`config.mk`:
```
export PLATFORM = sky130hd
export DESIGN_NAME = csv_field_tokenizer_flat
export DESIGN_NICKNAME = d
export VERILOG_FILES = /design/src/rtl/cft_pkg.sv /design/src/rtl/cft_if.sv /design/src/rtl/cft_step.sv /design/src/rtl/csv_field_tokenizer.sv /design/src/flat_wrapper.sv
export SDC_FILE = /design/constraint.sdc
export NUM_CORES = 1
export LEC_CHECK = 0
export ABC_AREA = 1
export BUFFER_PORTS_ARGS = -buffer_cell sky130_fd_sc_hd__buf_2
export CAP_MARGIN = 20
export CORE_MARGIN = 2
export CORE_UTILIZATION = 55
export DETAILED_ROUTE_END_ITERATION = 16
export PLACE_DENSITY = 0.78
export SLEW_MARGIN = 30
export SYNTH_ARGS = -nofsm -noshare
export SYNTH_HDL_FRONTEND = slang
export SYNTH_HIERARCHICAL = 1
export SYNTH_SLANG_ARGS = --single-unit
```
`constraint.sdc`:
```
create_clock -name clk -period 2.55 [get_ports clk]
set_input_delay 0.51 -clock clk [delete_from_list [all_inputs] [get_ports clk]]
set_output_delay 0.51 -clock clk [all_outputs]
set_load 0.01 [all_outputs]
```
`src/rtl/cft_pkg.sv`:
```
`default_nettype none
// ----------------------------------------------------------------------------
// cft_pkg
// Shared types, character codes and the unescape helper of the csv field tokenizer.
// ----------------------------------------------------------------------------
package cft_pkg;

  localparam logic [7:0] CH_LF       = 8'h0A;
  localparam logic [7:0] CH_CR       = 8'h0D;
  localparam logic [7:0] CH_TAB      = 8'h09;
  localparam logic [7:0] CH_QUOTE    = 8'h22;
  localparam logic [7:0] CH_BSL      = 8'h5C;
  localparam logic [7:0] CH_N        = 8'h6E;
  localparam logic [7:0] CH_T        = 8'h74;
  localparam logic [7:0] DELIM_RESET = 8'h2C;

  typedef enum logic [2:0] {
    ST_BETWEEN = 3'd0,
    ST_QUOTED  = 3'd1,
    ST_QUOTE1  = 3'd2,
    ST_QESC    = 3'd3,
    ST_SIMPLE  = 3'd4,
    ST_SESC    = 3'd5
  } parse_state_t;

  typedef struct packed {
    logic [7:0] out_byte;
    logic       byte_valid;
    logic       field_end;
    logic       line_end;
    logic       input_done;
  } result_t;

  typedef struct packed {
    logic         emit;
    result_t      res;
    parse_state_t state;
    logic         line_has_field;
  } step_t;

  function automatic logic [7:0] unescape(input logic [7:0] c);
    logic [7:0] d;
    d = c;
    if (c == CH_N) begin
      d = CH_LF;
    end else if (c == CH_T) begin
      d = CH_TAB;
    end
    return d;
  endfunction

endpackage
`default_nettype wire

```
`src/rtl/cft_if.sv`:
```
`default_nettype none
// ----------------------------------------------------------------------------
// cft_if
// Valid/ready channels for raw input items and tokenizer result items.
// ----------------------------------------------------------------------------
interface cft_in_if;
  logic       valid;
  logic       ready;
  logic       req_type;
  logic [7:0] in_byte;

  modport source (output valid, output req_type, output in_byte, input ready);
  modport sink   (input valid, input req_type, input in_byte, output ready);
endinterface

interface cft_out_if;
  logic       valid;
  logic       ready;
  logic [7:0] out_byte;
  logic       byte_valid;
  logic       field_end;
  logic       line_end;
  logic       input_done;

  modport source (output valid, output out_byte, output byte_valid, output field_end,
                  output line_end, output input_done, input ready);
  modport sink   (input valid, input out_byte, input byte_valid, input field_end,
                  input line_end, input input_done, output ready);
endinterface
`default_nettype wire

```
`src/rtl/cft_step.sv`:
```
`default_nettype none
// ----------------------------------------------------------------------------
// cft_step
// Next-state and result logic of the tokenizer for one input item.
// ----------------------------------------------------------------------------
module cft_step (
  input  wire cft_pkg::parse_state_t state,
  input  wire                        line_has_field,
  input  wire                        req_type,
  input  wire [7:0]                  c,
  input  wire [7:0]                  delimiter,
  output cft_pkg::step_t             step
);
  import cft_pkg::*;

  always_comb begin
    step                = '0;
    step.state          = state;
    step.line_has_field = line_has_field;
    if (req_type) begin
      step.emit           = 1'b1;
      step.res.input_done = 1'b1;
      if (state == ST_QUOTED || state == ST_QUOTE1 || state == ST_QESC ||
          state == ST_SIMPLE || state == ST_SESC) begin
        step.res.field_end = 1'b1;
        step.res.line_end  = 1'b1;
      end else if (line_has_field) begin
        step.res.line_end = 1'b1;
      end
      step.state          = ST_BETWEEN;
      step.line_has_field = 1'b0;
    end else begin
      unique case (state)
        ST_QUOTED: begin
          priority if (c == CH_QUOTE) begin
            step.state = ST_QUOTE1;
          end else if (c == CH_BSL) begin
            step.state = ST_QESC;
          end else begin
            step.emit           = 1'b1;
            step.res.out_byte   = c;
            step.res.byte_valid = 1'b1;
          end
        end
        ST_QUOTE1: begin
          priority if (c == CH_LF) begin
            step.emit           = 1'b1;
            step.res.field_end  = 1'b1;
            step.res.line_end   = 1'b1;
            step.state          = ST_BETWEEN;
            step.line_has_field = 1'b0;
          end else if (c == CH_QUOTE) begin
            step.emit           = 1'b1;
            step.res.out_byte   = c;
            step.res.byte_valid = 1'b1;
            step.state          = ST_QUOTED;
          end else if (c == CH_CR) begin
            step.state = ST_SIMPLE;
          end else if (c == delimiter) begin
            step.emit           = 1'b1;
            step.res.field_end  = 1'b1;
            step.state          = ST_BETWEEN;
            step.line_has_field = 1'b1;
          end else begin
            step.emit           = 1'b1;
            step.res.out_byte   = c;
            step.res.byte_valid = 1'b1;
            step.state          = ST_SIMPLE;
          end
        end
        ST_QESC: begin
          step.emit           = 1'b1;
          step.res.out_byte   = unescape(c);
          step.res.byte_valid = 1'b1;
          step.state          = ST_QUOTED;
        end
        ST_SIMPLE: begin
          priority if (c == CH_LF) begin
            step.emit           = 1'b1;
            step.res.field_end  = 1'b1;
            step.res.line_end   = 1'b1;
            step.state          = ST_BETWEEN;
            step.line_has_field = 1'b0;
          end else if (c == CH_CR) begin
            step.state = ST_SIMPLE;
          end else if (c == CH_BSL) begin
            step.state = ST_SESC;
          end else if (c == delimiter) begin
            step.emit           = 1'b1;
            step.res.field_end  = 1'b1;
            step.state          = ST_BETWEEN;
            step.line_has_field = 1'b1;
          end else begin
            step.emit           = 1'b1;
            step.res.out_byte   = c;
            step.res.byte_valid = 1'b1;
          end
        end
        ST_SESC: begin
          step.emit           = 1'b1;
          step.res.out_byte   = unescape(c);
          step.res.byte_valid = 1'b1;
          step.state          = ST_SIMPLE;
        end
        default: begin
          priority if (c == CH_LF) begin
            step.emit           = 1'b1;
            step.res.field_end  = 1'b1;
            step.res.line_end   = 1'b1;
            step.state          = ST_BETWEEN;
            step.line_has_field = 1'b0;
          end else if (c == CH_CR) begin
            step.state = ST_BETWEEN;
          end else if (c == CH_QUOTE) begin
            step.state = ST_QUOTED;
          end else if (c == CH_BSL) begin
            step.state = ST_SESC;
          end else if (c == delimiter) begin
            step.emit           = 1'b1;
            step.res.field_end  = 1'b1;
            step.state          = ST_BETWEEN;
            step.line_has_field = 1'b1;
          end else begin
            step.emit           = 1'b1;
            step.res.out_byte   = c;
            step.res.byte_valid = 1'b1;
            step.state          = ST_SIMPLE;
          end
        end
      endcase
    end
  end

endmodule
`default_nettype wire

```
`src/rtl/csv_field_tokenizer.sv`:
```
`default_nettype none
// ----------------------------------------------------------------------------
// csv_field_tokenizer
// Streaming csv tokenizer: one raw byte or end-of-input marker per item,
// at most one field byte, or any of field end, line end and done mark, per result.
// ----------------------------------------------------------------------------
// path: an accepted item waits in the input register until the result register is free
// or drained; throughput: one item per cycle while it is, through the combinational parse step
// between the input register and the result register
// reset: synchronous active-low rst_n clears both registers' valid flags,
// the parse state and sets the delimiter to ','
module csv_field_tokenizer (
  input  wire        clk,
  input  wire        rst_n,
  input  wire        cfg_we,
  input  wire [7:0]  cfg_wdata,
  cft_in_if.sink     in_chan,
  cft_out_if.source  out_chan
);
  import cft_pkg::*;

  logic         in_valid_r;
  logic         in_req_r;
  logic [7:0]   in_byte_r;
  logic         out_valid_r;
  result_t      out_res_r;
  parse_state_t state_r;
  logic         line_has_field_r;
  logic [7:0]   delimiter_r;

  logic         advance;
  logic         in_ready;
  step_t        step_nxt;

  assign advance  = in_valid_r && (!out_valid_r || out_chan.ready);
  assign in_ready = !in_valid_r || advance;

  cft_step u_step (
    .state          (state_r),
    .line_has_field (line_has_field_r),
    .req_type       (in_req_r),
    .c              (in_byte_r),
    .delimiter      (delimiter_r),
    .step           (step_nxt)
  );

  always_ff @(posedge clk) begin
    if (!rst_n) begin
      in_valid_r       <= 1'b0;
      out_valid_r      <= 1'b0;
      state_r          <= ST_BETWEEN;
      line_has_field_r <= 1'b0;
      delimiter_r      <= DELIM_RESET;
    end else begin
      if (cfg_we) begin
        delimiter_r <= cfg_wdata;
      end
      if (in_ready) begin
        in_valid_r <= in_chan.valid;
      end
      if (advance) begin
        out_valid_r      <= step_nxt.emit;
        state_r          <= step_nxt.state;
        line_has_field_r <= step_nxt.line_has_field;
      end else if (out_chan.ready) begin
        out_valid_r <= 1'b0;
      end
    end
  end

  // payload registers
  always_ff @(posedge clk) begin
    if (in_ready && in_chan.valid) begin
      in_req_r  <= in_chan.req_type;
      in_byte_r <= in_chan.in_byte;
    end
    if (advance) begin
      out_res_r <= step_nxt.res;
    end
  end

  assign in_chan.ready       = in_ready;
  assign out_chan.valid      = out_valid_r;
  assign out_chan.out_byte   = out_res_r.out_byte;
  assign out_chan.byte_valid = out_res_r.byte_valid;
  assign out_chan.field_end  = out_res_r.field_end;
  assign out_chan.line_end   = out_res_r.line_end;
  assign out_chan.input_done = out_res_r.input_done;

endmodule
`default_nettype wire
```
`src/flat_wrapper.sv`:
```
// flat-port wrapper written by rule: the top's interface ports become plain ports
module csv_field_tokenizer_flat import cft_pkg::*;
  (clk, rst_n, cfg_we, cfg_wdata, in_chan_valid, in_chan_req_type, in_chan_in_byte, in_chan_ready, out_chan_valid, out_chan_out_byte, out_chan_byte_valid, out_chan_field_end, out_chan_line_end, out_chan_input_done, out_chan_ready);
  cft_in_if in_chan_i ();
  cft_out_if out_chan_i ();
  input  wire clk;
  input  wire rst_n;
  input  wire cfg_we;
  input  wire [7:0] cfg_wdata;
  input wire logic [$bits(in_chan_i.valid)-1:0] in_chan_valid;
  input wire logic [$bits(in_chan_i.req_type)-1:0] in_chan_req_type;
  input wire logic [$bits(in_chan_i.in_byte)-1:0] in_chan_in_byte;
  output wire logic [$bits(in_chan_i.ready)-1:0] in_chan_ready;
  output wire logic [$bits(out_chan_i.valid)-1:0] out_chan_valid;
  output wire logic [$bits(out_chan_i.out_byte)-1:0] out_chan_out_byte;
  output wire logic [$bits(out_chan_i.byte_valid)-1:0] out_chan_byte_valid;
  output wire logic [$bits(out_chan_i.field_end)-1:0] out_chan_field_end;
  output wire logic [$bits(out_chan_i.line_end)-1:0] out_chan_line_end;
  output wire logic [$bits(out_chan_i.input_done)-1:0] out_chan_input_done;
  input wire logic [$bits(out_chan_i.ready)-1:0] out_chan_ready;
  assign in_chan_i.valid = in_chan_valid;
  assign in_chan_i.req_type = in_chan_req_type;
  assign in_chan_i.in_byte = in_chan_in_byte;
  assign in_chan_ready = in_chan_i.ready;
  assign out_chan_valid = out_chan_i.valid;
  assign out_chan_out_byte = out_chan_i.out_byte;
  assign out_chan_byte_valid = out_chan_i.byte_valid;
  assign out_chan_field_end = out_chan_i.field_end;
  assign out_chan_line_end = out_chan_i.line_end;
  assign out_chan_input_done = out_chan_i.input_done;
  assign out_chan_i.ready = out_chan_ready;
  csv_field_tokenizer u_core (.clk(clk), .rst_n(rst_n), .cfg_we(cfg_we), .cfg_wdata(cfg_wdata), .in_chan(in_chan_i), .out_chan(out_chan_i));
endmodule
```
==> flow_metrics.tcl, run 1 <==
set metrics [dict create \
    outcome "completed" \
    min_path_type "in -> reg" \
    die_h_um 65.9 \
    nNetsFinal 337 \
    hpwl_um 3700 \
    grt_pass1_vias 1846 \
    synth_compound_area_share_pct 8.61 \
    use_met2_pct 39.4 \
    synth_top_family_by_area "simple AND/OR/NAND/NOR gates" \
    htreeDepth 2 \
    arrival_ns 2.12 \
    worstMarginPinSlew_ns 0.407 \
    cts_buffers 5 \
    yosysTopAreaCellShare_pct 29.9 \
    min_to "u_core/in_byte_r[1]" \
    drt_wl_total_um 4730 \
    placed_cells 356 \
    switching_share_pct 29.3 \
    setup_violations 0 \
    place_ws_ns 0.690 \
    cts_tree "built" \
    synthAdderAreaFrac_pct 0 \
    hold_path_startpoint "in_chan_in_byte[1]" \
    reg2reg_depth 15 \
    seq_power_share_pct 51.3 \
    overflow 0 \
    setup_tns_ns 0 \
    ys_ff_latch 35 \
    initial_utilization_pct 57.6 \
    total_power_mw 1.31 \
    cts_setup_buffers 0 \
    syn_avg_cell_area_um2 7.64 \
    clk_path_buf_depth 2 \
    timing.rr.start "u_core/in_byte_r[5]" \
    endpoint_kind "flip-flop" \
    rows 22 \
    worst_slack_ns 0.653 \
    drtIter0Drc 192 \
    combPwrFrac_pct 18.8 \
    synth.distinct_cells 27 \
    crit_type "reg -> reg" \
    ant_nets 0 \
    yosys.area_share.simple_pct 37.7 \
    cts_root_buf "clkbuf_8" \
    port_buffers 35 \
    dieWidth_um 65.9 \
    stdcell_count 364 \
    slew_viol_final 0 \
    grt_use_total_pct 24.9 \
    p_int_uw 925 \
    vias 1946 \
    grt_setup_unrepaired "no" \
    crit_fanout 7 \
    num_antenna_cells 0 \
    synth.net_count 298 \
    use_met1_pct 32.3 \
    grt_max_degree 14 \
    clkPwrFrac_pct 29.8 \
    drc 0 \
    antenna_found_initial 0 \
    via_per_inst 5.35 \
    timing.final.crit_share_pct 74.4 \
    hold_viol 0 \
    cts_hold_buf 0 \
    period_minus_slack_ns 1.90 \
    clock_latency_ns 0.30 \
    synthCells 276 \
    firstDrtPassIters 5 \
    fin_skew_ns 0.0162 \
    max_freq_ghz 0.527 \
    muxShareOfSynthArea_pct 0 \
    yosys_warnings 6 \
    synth_area_um2 2110 \
    ys_seq_area_share_pct 43.2 \
    p_leak_nw 1.18 \
    min_path_cells 1 \
    busiest_layer "met2" \
    peakVddDrop_v 0.000402 \
    drv_cap 0 \
    power.density_nw_per_um2 545 \
    r2r_setup_slack_ns 0.65 \
    grt_pass1_wl_um 8120 \
    cts.sink_count 35 \
    yosys-top-cells-area "edfxtp_1 (30%), nand2_1 (13%), dfxtp_1 (13%)" \
    grtUsageMet3_pct 7.50 \
    wl_per_cell_um 13.0 \
    cts_resized 0 \
    crit_required_ns 2.77 \
    dieArea_um2 4340 \
    relSlewSlack_pct 72.7 \
    place.gp.congestion 0.985 \
    io_pins 36 \
    p_switching_uw 384 \
    fillers 333 \
    core_area_um2 3660 \
    cp-start-kind "flip-flop" \
    synth_xor_area_share_pct 2.08 \
    path_clk_slew_ns 0.07 \
    yosysTopAreaCell "edfxtp_1" \
    reg2reg_to "u_core/line_has_field_r" \
    drive_gt1_share_pct 25.6 \
    syn2layout_area_growth_pct 13.8 \
]
## cells in the mapped netlist
cell	number
nand3_4	1
nand2_2	3
nand4_1	2
nand3_2	3
o21ai_0	13
inv_2	9
nor2_2	10
nor3b_2	1
nor4_1	1
dfxtp_1	14
o21ai_1	2
nor2_1	29
buf_4	2
nor3_1	9
a21boi_0	2
nand3_1	20
nor2_4	1
buf_6	2
and2_4	1
nand2_4	7
edfxtp_1	21
inv_6	1
a21oi_1	15
nand2_1	75
o21ai_4	1
xnor2_1	5
inv_1	26
## sequential cells by signal, indices dropped and copies added (netlist names)
register and flops:
u_core/delimiter_r 8, u_core/in_byte_r 8, u_core/out_chan.out_byte 8, u_core/state_r 3
u_core/in_req_r 1, u_core/in_valid_r 1, u_core/line_has_field_r 1, u_core/out_chan.byte_valid 1
u_core/out_chan.field_end 1, u_core/out_chan.input_done 1, u_core/out_chan.line_end 1, u_core/out_chan.valid 1
## layer usage
metal | part of all wire, % | vias up
met5 | 0 | -
met4 | 2.1 | 0
met3 | 8.7 | 13
met2 | 44 | 94
met1 | 45 | 869
li1 | - | 970
## worst max path at each step
stage,startpoint,end,depth (start not counted),slack (ns)
after global routing,u_core/state_r[1],u_core/state_r[0],10,0.43
after floorplan,out_chan_ready,u_core/out_chan.byte_valid,2,0.66
final,u_core/in_byte_r[5],u_core/line_has_field_r,15,0.65
after CTS,u_core/in_byte_r[5],u_core/line_has_field_r,15,0.67
after detailed placement,u_core/in_byte_r[5],u_core/line_has_field_r,15,0.69
after global placement,u_core/in_byte_r[5],u_core/line_has_field_r,15,0.69
## cell type report
cell class / count / area (µm²) / area share (%)
inverters: 36 / 140 / 5.84
well taps: 48 / 60.1 / 2.50
clock buffers: 6 / 72.6 / 3.02
clock inverters: 2 / 13.8 / 0.574
flip-flops and latches: 35 / 911 / 38.0
multi-input cells: 201 / 1020 / 42.5
repair buffers: 36 / 183 / 7.61
## worst max-delay path, stage by stage, from the launching register on
cell      delay, ns
edfxtp_1       0.50
inv_2          0.14
nand2_1        0.07
nand2_1        0.05
nand2_1        0.07
nor2_2         0.16
nand2_4        0.11
inv_2          0.10
nand2_1        0.08
o21ai_1        0.12
nand2_1        0.06
a21oi_1        0.11
inv_1          0.05
nand3_1        0.07
nand2_1        0.05
nor2_1         0.09
## logic make-up after synthesis
group           after synthesis
compound gates               33
xor+xnor                      5
buf+inv                      40
simple gates                163
flops                        35
## layout by cell type (no fill, tap or decap), drive strengths merged
| cell | count |
|---|---|
| a21boi | 2 |
| a21oi | 15 |
| and2 | 1 |
| buf | 36 |
| clkbuf | 6 |
| clkinv | 2 |
| dfxtp | 14 |
| edfxtp | 21 |
| inv | 36 |
| nand2 | 85 |
| nand3 | 24 |
| nand4 | 2 |
| nor2 | 40 |
| nor3 | 9 |
| nor3b | 1 |
| nor4 | 1 |
| o21ai | 16 |
| xnor2 | 5 |
## through the flow
step	utilization, %	hold WS [ns]	instance area, µm²
2_1_floorplan	-	0.450	2110
3_3_place_gp	63.2	0.464	2310
3_5_place_dp	63.2	0.475	2310
4_1_cts	65.6	0.385	2400
5_1_grt	65.6	0.382	2400
6_report	65.6	0.394	2400
## power by group through the flow
stage / Clock, mW / Sequential [mW] / Combinational (mW)
finish: 0.390 / 0.672 / 0.246
global route: 0.422 / 0.676 / 0.277
CTS: 0.402 / 0.672 / 0.242
detailed placement: 0 / 0.685 / 0.241
global placement: 0 / 0.683 / 0.243
floorplan: 0 / 0.681 / 0.177
Note: power is estimated with default switching activity, not from simulation.
==> run 2, diff against run 1 <==
==> constraint.sdc (replaced) <==
create_clock -name clk -period 1.9 [get_ports clk]
set_input_delay 0.38 -clock clk [delete_from_list [all_inputs] [get_ports clk]]
set_output_delay 0.38 -clock clk [all_outputs]
set_load 0.01 [all_outputs]
==> run 2 against run 1 <==
Via count rose by 3.3%. Critical path type unchanged. Largest cell class unchanged. Utilization rose by 4.1 points. Sequential power rose by 33%. Routed wire length rose by 3.7%. Design area rose by 6.3%. Clock power rose by 45%. Worst hold slack got worse by 0.13 ns.
==> flow_metrics.tcl, run 2 (synthesis results as in run 1) <==
set metrics [dict create \
    cp.buffers_inverters 4 \
    crit_required_ns 2.12 \
    fin_skew_ns 0.00621 \
    grt_use_total_pct 24.8 \
    hpwl_um 3740 \
    power.density_nw_per_um2 719 \
    setup_tns_ns 0 \
    htreeDepth 2 \
    dieWidth_um 65.9 \
    arrival_ns 2.02 \
    nNetsFinal 351 \
    worst_path_dominant_cell_family "simple AND/OR/NAND/NOR gates" \
    cts_tree "built" \
    p_leak_nw 1.25 \
    core_area_um2 3660 \
    seq_power_share_pct 48.9 \
    slew_viol_final 0 \
    grt_pass1_vias 1786 \
    switching_share_pct 29.0 \
    drt_wl_total_um 4900 \
    grt_setup_unrepaired "yes" \
    worst_slack_ns 0.0940 \
    p_switching_uw 532 \
    path_cells "inv_2 -> buf_4 -> nand2_1 -> nor2_4 -> and2_4 -> inv_6 -> nand3_1 -> o21ai_1 -> nand2_1 -> a21oi_1 -> inv_1 -> nand3_1 -> nand2_1 -> nor2_1" \
    firstDrtPassIters 4 \
    io_pins 36 \
    clk_path_buf_depth 2 \
    vias 2011 \
    clock_latency_ns 0.28 \
    place.gp.congestion 1.02 \
    place_ws_ns 0.0491 \
    cpMostUsedCell "nand2_1" \
    min_path_type "in -> reg" \
    cts_hold_buf 0 \
    outcome "completed" \
    grt_pass1_wl_um 7990 \
    hold_viol 0 \
    path_clk_slew_ns 0.07 \
    ant_nets 0 \
    cp-start-kind "flip-flop" \
    placed_area_um2 2340 \
    crit_type "reg -> reg" \
    crit_fanout 7 \
    wl_per_cell_um 13.0 \
    cp_slowest_stage_delay_ns 0.45 \
    rows 22 \
    endpoint_kind "flip-flop" \
    total_power_mw 1.83 \
    clkPwrFrac_pct 30.9 \
    relSlewSlack_pct 75.6 \
    holdWs_ns 0.269 \
    timing.final.crit_share_pct 95.1 \
    die_h_um 65.9 \
    layout_commonest_cell "nand2_1" \
    slowest_stage "edfxtp_1" \
    worstMarginPinSlew_ns 0.365 \
    setup_violations 0 \
    num_antenna_cells 0 \
    overflow 0 \
    drtIter0Drc 185 \
    grt_max_degree 14 \
    syn2layout_area_growth_pct 20.9 \
    via_per_inst 5.32 \
    peakVddDrop_v 0.000568 \
    drv_cap 0 \
    combPwrFrac_pct 20.2 \
    max_freq_ghz 0.554 \
    cts.sink_count 35 \
    dieArea_um2 4340 \
    drc 0 \
    antenna_found_initial 0 \
    layout_common_cells "nand2_1 (71), buf_2 (35), nor2_1 (29)" \
    period_minus_slack_ns 1.81 \
    port_buffers 35 \
    p_int_mw 1.30 \
    initial_utilization_pct 57.6 \
    drive_gt1_share_pct 31.2 \
    final_area_um2 2550 \
    cts_root_buf "clkbuf_8" \
    cts_buffers 5 \
]
-- run 2: cell count changes in the layout (fill, tap and decap cells not counted), moves of 2 or more --
| cell | before | now |
|---|---|---|
| nor3_2 | 0 | 2 |
| nor3_1 | 9 | 7 |
| nand2_2 | 3 | 7 |
| buf_4 | 1 | 15 |
| nor2_4 | 1 | 3 |
| nor2_2 | 10 | 8 |
| nand2_1 | 75 | 71 |
-- run 2: final cells by class --
class / count / area (µm²)
Sequential cell: 35 / 911
Inverter: 36 / 143
Fill cell: 305 / 1110
Timing Repair Buffer: 50 / 288
Clock buffer: 6 / 82.6
Tap cell: 48 / 60.1
Clock inverter: 2 / 16.3
Multi-Input combinational cell: 201 / 1050
-- run 2: timing repair --
| action | in CTS | in global routing |
|---|---|---|
| endpoints found under the setup margin | 0 | 8 |
| setup buffers | 0 | 10 |
| gates resized for setup | 0 | 11 |
-- run 2: metrics by stage --
stage	cells	util [%]
final	378	69.7
after global routing	378	69.7
after CTS	368	66.7
after detailed placement	360	64.0
after global placement	360	64.0
after floorplan	276	-
-- run 2: path summary, 6_finish.rpt --
path	slack, ns	end	cells past startpoint	start
setup / recovery	0.09	u_core/state_r[2]	14	u_core/in_byte_r[4]
hold reg to reg	0.49	u_core/delimiter_r[2]	2	u_core/delimiter_r[2]
hold / removal	0.27	u_core/in_byte_r[7]	1	in_chan_in_byte[7]
setup reg to reg	0.09	u_core/state_r[2]	14	u_core/in_byte_r[4]
-- run 2: layer usage --
metal / up-vias / GRT usage, % / routed length (µm) / share of wire, %
li1: 994 / - / - / -
met1: 924 / 31.0 / 2120 / 43
met2: 83 / 39.6 / 2300 / 47
met3: 10 / 7.33 / 385 / 7.9
met4: 0 / 10.4 / 99 / 2.0
met5: - / 0 / 0 / 0
-- run 2: worst reg2reg max path, stage by stage (launching register included) --
cell	delay [ns]
edfxtp_1	0.45
inv_2	0.07
buf_4	0.14
nand2_1	0.10
nor2_4	0.05
and2_4	0.19
inv_6	0.08
nand3_1	0.07
o21ai_1	0.14
nand2_1	0.07
a21oi_1	0.12
inv_1	0.06
nand3_1	0.07
nand2_1	0.05
nor2_1	0.09
-- run 2: power groups by stage --
stage	registers, mW	clock network, mW	logic (mW)
after detailed placement	0.915	0	0.338
after CTS	0.898	0.584	0.340
after global routing	0.902	0.615	0.414
final	0.897	0.566	0.371
after global placement	0.915	0	0.339
after floorplan	0.914	0	0.238
